$ cat config.mk
export PLATFORM = sky130hd
export DESIGN_NAME = ppir_div
export DESIGN_NICKNAME = d
export VERILOG_FILES = /design/src/ppir_div.sv
export SDC_FILE = /design/constraint.sdc
export NUM_CORES = 1
export LEC_CHECK = 0
export BUFFER_PORTS_ARGS = -buffer_cell sky130_fd_sc_hd__buf_2
export CAP_MARGIN = 20
export CORE_MARGIN = 4
export CORE_UTILIZATION = 58
export CTS_BUF_LIST = sky130_fd_sc_hd__clkbuf_16
export DETAILED_ROUTE_END_ITERATION = 8
export PLACE_DENSITY_LB_ADDON = 0.3
export SYNTH_ARGS = -nofsm -noshare
export SYNTH_HDL_FRONTEND = slang
export SYNTH_SLANG_ARGS = --single-unit
$ cat constraint.sdc
create_clock -name clk -period 3.43 [get_ports clk]
set_clock_uncertainty 0.15 [all_clocks]
set_input_delay 0.343 -clock clk [delete_from_list [all_inputs] [get_ports clk]]
set_output_delay 0.343 -clock clk [all_outputs]
set_load 0.05 [all_outputs]
$ cat src/ppir_div.sv
// Restoring fraction divider: floor(num * 2^FRAC_BITS / den) for num < den, one bit a cycle.
// No dependencies; started and read by the top level.
`default_nettype none

module ppir_div #(
  parameter int NUM_BITS  = 32,
  parameter int FRAC_BITS = 16
) (
  input  wire logic                 clk,
  input  wire logic                 rst_n,
  input  wire logic                 start,
  input  wire logic [NUM_BITS-1:0]  num,
  input  wire logic [NUM_BITS-1:0]  den,
  output logic                      done,
  output logic      [FRAC_BITS-1:0] quo
);

  localparam int CNT_W = $clog2(FRAC_BITS + 1);

  logic                 busy_r, busy_nxt;
  logic                 done_r, done_nxt;
  logic [CNT_W-1:0]     cnt_r, cnt_nxt;
  logic [NUM_BITS:0]    rem_r, rem_nxt;
  logic [NUM_BITS-1:0]  den_r, den_nxt;
  logic [FRAC_BITS-1:0] quo_r, quo_nxt;
  logic [NUM_BITS:0]    shifted;

  // One restoring step per cycle while busy.
  always_comb begin
    busy_nxt = busy_r;
    done_nxt = 1'b0;
    cnt_nxt  = cnt_r;
    rem_nxt  = rem_r;
    den_nxt  = den_r;
    quo_nxt  = quo_r;
    shifted  = {rem_r[NUM_BITS-1:0], 1'b0};
    if (start) begin
      busy_nxt = 1'b1;
      cnt_nxt  = CNT_W'(FRAC_BITS);
      rem_nxt  = {1'b0, num};
      den_nxt  = den;
      quo_nxt  = '0;
    end else if (busy_r) begin
      if (shifted >= {1'b0, den_r}) begin
        rem_nxt = shifted - {1'b0, den_r};
        quo_nxt = {quo_r[FRAC_BITS-2:0], 1'b1};
      end else begin
        rem_nxt = shifted;
        quo_nxt = {quo_r[FRAC_BITS-2:0], 1'b0};
      end
      cnt_nxt = cnt_r - CNT_W'(1);
      if (cnt_r == CNT_W'(1)) begin
        busy_nxt = 1'b0;
        done_nxt = 1'b1;
      end
    end
  end

  // Control registers.
  always_ff @(posedge clk) begin
    if (!rst_n) begin
      busy_r <= 1'b0;
      done_r <= 1'b0;
    end else begin
      busy_r <= busy_nxt;
      done_r <= done_nxt;
    end
  end

  // Working registers.
  always_ff @(posedge clk) begin
    cnt_r <= cnt_nxt;
    rem_r <= rem_nxt;
    den_r <= den_nxt;
    quo_r <= quo_nxt;
  end

  assign done = done_r;
  assign quo  = quo_r;

endmodule

`default_nettype wire

; Word level (Yosys, flattened, before mapping)
; Index checks and enable logic that the tools add are counted.
[word_totals]
ff_bits = 87
in_bits = 67
output_inout_bits = 17
word_cells = 22
[classes]
n_addsub = 2
order_cmp = 1
n_eq_ne = 1
n_mux = 8
n_bitwise = 2
reduce_logical = 2
[op_table]
columns = cell, count
row1 = $mux 32, 3
row2 = $ge 33x32->1, 1
row3 = $sub 32x32->32, 1
row4 = $eq 5x1->1 const B, 1
row5 = $mux 1, 5
row6 = $sub 5x1->5 const B, 1
row7 = $reduce_or 3->1, 1
row8 = $not 1->1, 2
row9 = $reduce_bool 2->1, 1

; Logic depth before layout (Yosys ltp)
[depth]
ltp_word = 4
ltp_mapped = 13
ltp_nobuf = 11

; Worst setup path after synthesis
; Ideal clock, no wire load.
[synth_timing]
kind = register to register
from = register rem_r[19]
to = register rem_r[18], data pin
setup_ns = 0.273
arrival_ns = 2.608
t_required_ns = 3.007
path_slack_ns = 0.399
path_stages_with_launch = 13
path_buffers = 3
period_less_slack_ns = 3.031
cell_sequence = edfxtp_1 -> ha_1 -> buf_6 -> a21o_1 -> a211o_1 -> a31oi_1 -> o31ai_1 -> o311a_1 -> and3_4 -> buf_8 -> buf_8 -> o211ai_1 -> o311ai_1
[synth_via]
elab_chain_cells = 4
[synth_lines]
columns = element, line_no
row1 = start: declaration, 23  ; logic [NUM_BITS:0] rem_r, rem_nxt;
row2 = start signal: assignment, 73  ; rem_r <= rem_nxt;
row3 = $ge 33x32->1, 44  ; if (shifted >= {1'b0, den_r}) begin
row4 = $mux 32, 44
row5 = $mux 32, 43  ; end else if (busy_r) begin
row6 = $mux 32, 37  ; if (start) begin
row7 = named net rem_nxt[18], 23
; The timed path passes the listed nets, and every way through them passes these cells. The select of a mux whose other input is x is not followed.
; A chain may end at the register's enable or synchronous reset.

; Worst setup path after layout
[layout_timing]
from = register rem_r[7]
to = register rem_r[23], data pin
[layout_via]
elab_chain_cells = 4
word_cells_on_any_way = 5
classes_between = add/sub (1) / order compare (1) / mux (3)
[layout_lines]
columns = element, line_no
row1 = $sub 32x32->32 or $ge 33x32->1 (tied branches), "45, 44"
row2 = $mux 32 (*), 44
row3 = $mux 32 (*), 43
row4 = $mux 32 (*), 37
row5 = named net rem_nxt[23], 23
; Mark *: on every way through the listed nets, which the timed path passes. The rest lies on a longest branch. The select of a mux whose other input is x is not followed.

==> flow_metrics.env <==
export IMPL_vias=4761
export IMPL_postSynthCellCount=588
export IMPL_num_rows=35
export IMPL_crit_type="reg2reg"
export IMPL_cts_tree="yes"
export IMPL_hp_class="in2reg"
export IMPL_crit_slowest_cell="or4b_1"
export IMPL_io_pins=84
export IMPL_rsz0062_at_grt="false"
export IMPL_drc=0
export IMPL_htree_levels=3
export IMPL_synth_cell_area_um2=5520
export IMPL_drtAntennaViolNets=0
export IMPL_fp_coreArea_um2=9240
export IMPL_antenna_found_initial=0
export IMPL_min_from="den[3]"
export IMPL_synth_nets=690
export IMPL_reg2reg_to="rem_r[23]"
export IMPL_crit_path_max_incr_delay_ps=520
export IMPL_numPortBuffers=83
export IMPL_drive_above_1_share_pct=19.5
export IMPL_grt_max_degree=50
export IMPL_synth_edf_count=64
export IMPL_reg2regPathDepth=10
export IMPL_final_setup_tns_ps=0
export IMPL_drt_pass1_iter_count=5
export IMPL_final_cells=807
export IMPL_ys_dominant_reg_cell="edfxtp_1"
export IMPL_synthSimpleGateAreaFrac_pct=15.6
export IMPL_holdPathEnd="den_r[3]"
export IMPL_clock_path_buffers=2
export IMPL_grtUsageTotal_pct=24.9
export IMPL_required_ps=3470
export IMPL_critPathLaunchType="flip-flop"
export IMPL_synth_compound_area_share_pct=19.5
export IMPL_clk_latency_ps=350
export IMPL_gp_congestion=0.954
export IMPL_synthAdderAreaFrac_pct=8.08
export IMPL_peakVddDrop_mv=0.411
export IMPL_ys_seq_area_share_pct=43.2
export IMPL_initial_core_util_pct=59.7
export IMPL_worst_pin_slew_ps=912
export IMPL_die_h_um=106
export IMPL_finalSetupViolations=0
export IMPL_design_area_um2=6430
export IMPL_clkTransAtPathRegs_ps=70
export IMPL_viasPerCell=5.90
export IMPL_fin_nets=775
export IMPL_diodes=0
export IMPL_synth_mux_area_share_pct=2.90
export IMPL_maxCapViolCount=0
export IMPL_crit_chain="ha_1, nand3_2, or4b_1, a21o_1, a21boi_0, a311oi_1, buf_4, mux2i_1, a22oi_1, o31ai_2"
export IMPL_min_path_cells=1
export IMPL_dieWidth_um=106
export IMPL_syn_area_per_cell_um2=9.38
export IMPL_fin_crit_ps=3260
export IMPL_crit_buf_inv=1
export IMPL_drt_wl_total_um=13600
export IMPL_max_slew_margin_rel_pct=39.2
export IMPL_ys_warnings_count=0
export IMPL_p_leak_nw=2.76
export IMPL_yosysUniqueCellTypes=66
export IMPL_crit_family="compound AO/OA/AOI/OAI gates"
export IMPL_ys_ff_latch=87
export IMPL_end_kind="flip-flop"
export IMPL_overflow=0
export IMPL_root_buffer="clkbuf_16"
export IMPL_hold_violations=0
export IMPL_die_area_um2=11100
export IMPL_drtIter0Drc=312
export IMPL_slew_viol_final=0
export IMPL_rrSetupSlack_ps=170
export IMPL_dpl_cell_count=788
export IMPL_grt_pass1_wl_um=22400
export IMPL_total_power_w=0.00419
export IMPL_cts_buffers_inserted=9
export IMPL_status="finished clean"
export IMPL_wire_per_inst_um=16.8
export IMPL_worstPathArrival_ps=3300
export IMPL_cts_sinks=87
export IMPL_reg2reg_from="rem_r[7]"
export IMPL_timing_fmax_ghz=0.307
export IMPL_ys_async_sr_fraction_pct=0
export IMPL_area_growth_pct=16.6
export IMPL_fill_cells=720
export IMPL_power_density_nw_per_um2=651
export IMPL_crit_path_max_fanout=5
export IMPL_first_global_vias=4695
export IMPL_synthXorXnorAreaFrac_pct=4.29
export IMPL_synth_top_family_by_area="compound AO/OA/AOI/OAI gates"
export IMPL_hpwl_um=9450
export IMPL_finalCritPeriodShare_pct=95.1
export IMPL_place_area_um2=6070
stage by stage:
| step | util (%) | hold slack, ps | setup slack [ps] |
|---|---|---|---|
| 2_1_floorplan | - | 292 | 399 |
| 3_3_place_gp | 65.7 | 327 | 254 |
| 3_5_place_dp | 65.7 | 343 | 190 |
| 4_1_cts | 69.2 | 2.22 | 180 |
| 5_1_grt | 69.6 | 1.99 | 13.3 |
| 6_report | 69.6 | 8.36 | 169 |
synth_stat cells, drive strengths merged, types with 2 or more instances:
| master | count | area [µm²] |
|---|---|---|
| nand2b | 4 | 25.0 |
| nand2 | 41 | 154 |
| o2111ai | 4 | 35.0 |
| buf | 10 | 80.1 |
| edfxtp | 64 | 1920 |
| a311oi | 4 | 35.0 |
| or2 | 3 | 18.8 |
| or4b | 2 | 20.0 |
| xor2 | 7 | 61.3 |
| mux2i | 16 | 160 |
| ha | 34 | 425 |
| nand4 | 8 | 50.1 |
| inv | 52 | 195 |
| nor2b | 7 | 43.8 |
| a21oi | 37 | 185 |
| nor4 | 3 | 18.8 |
| o311ai | 8 | 70.1 |
| o21ai | 40 | 204 |
| nor2 | 55 | 209 |
| a21o | 8 | 60.1 |
| clkbuf | 20 | 75.1 |
| dfxtp | 23 | 460 |
| or3 | 5 | 36.3 |
| o31ai | 4 | 40.0 |
| and3b | 2 | 17.5 |
| o21bai | 2 | 15.0 |
| a31oi | 18 | 119 |
| o221ai | 4 | 35.0 |
| o211ai | 10 | 75.1 |
| o21a | 7 | 52.6 |
| a211oi | 5 | 37.5 |
| nor3 | 13 | 70.1 |
| and2 | 3 | 18.8 |
| xnor2 | 20 | 175 |
| a21boi | 3 | 22.5 |
| and3 | 2 | 17.5 |
| nand3 | 25 | 135 |
routing by layer:
| metal | track usage (%) | part of all wire (%) | vias up |
|---|---|---|---|
| li1 | - | - | 2322 |
| met1 | 32.3 | 44 | 2254 |
| met2 | 40.5 | 48 | 167 |
| met3 | 6.49 | 7.1 | 18 |
| met4 | 8.42 | 1.6 | 0 |
| met5 | 0 | 0 | - |
where the power goes:
group	internal, W	total, W	switching (W)
Combinational	0.000717	0.00173	0.00101
Sequential	0.00132	0.00140	0.0000821
Clock	0.000598	0.00105	0.000456
sequential cells by signal (all words and copies together) (netlist names):
name,flops
busy_r,1
den_r,32
quo,16
cnt_r,5
rem_r,32
done,1
placed cells by master, fill, tap and decap left out, drive strengths merged, types with 4 or more instances in the layout:
| cell type | count |
|---|---|
| or3 | 5 |
| nand3 | 25 |
| nand2 | 41 |
| edfxtp | 64 |
| a31oi | 18 |
| nor3 | 13 |
| nand2b | 4 |
| o31ai | 4 |
| nor2b | 7 |
| xnor2 | 20 |
| dfxtp | 23 |
| o311ai | 8 |
| a211oi | 5 |
| o21a | 7 |
| o221ai | 4 |
| a21o | 8 |
| mux2i | 16 |
| a21oi | 37 |
| xor2 | 7 |
| buf | 101 |
| ha | 34 |
| o211ai | 10 |
| o2111ai | 4 |
| a311oi | 4 |
| nor2 | 55 |
| clkbuf | 11 |
| o21ai | 40 |
| inv | 57 |
| nand4 | 8 |
what timing repair did:
item / 4_1_cts / 5_1_grt
setup endpoints to repair: 0 / 1
setup buffers: 0 / 0
endpoints found under the hold margin: 0 / 3
hold buffers: 0 / 3
gates resized for setup: 0 / 1
final cells by class:
class	instances	area, µm²	share of cell area, %
multi-input combinational	418	2780	43.3
sequential	87	2380	37.0
timing repair buffer	104	581	9.03
clock buffer	11	275	4.28
inverter	53	199	3.09
tap	129	161	2.51
clock inverter	5	48.8	0.759
kinds of logic after synthesis:
group | Yosys count
simple gates | 176
fa+ha+maj | 35
mux | 16
xor+xnor | 27
buf+inv | 83
compound gates | 164
flops | 87
worst max-delay path by stage:
| stage | from | end | depth (start not counted) |
|---|---|---|---|
| final | rem_r[7] | rem_r[23] | 10 |
| after global routing | rem_r[6] | rem_r[26] | 9 |
| after CTS | rem_r[0] | rem_r[28] | 11 |
| after detailed placement | rem_r[0] | rem_r[28] | 11 |
| after global placement | rem_r[0] | rem_r[28] | 11 |
| after floorplan | rem_r[19] | rem_r[18] | 12 |
No activity file was read; power rests on OpenSTA's default activity.
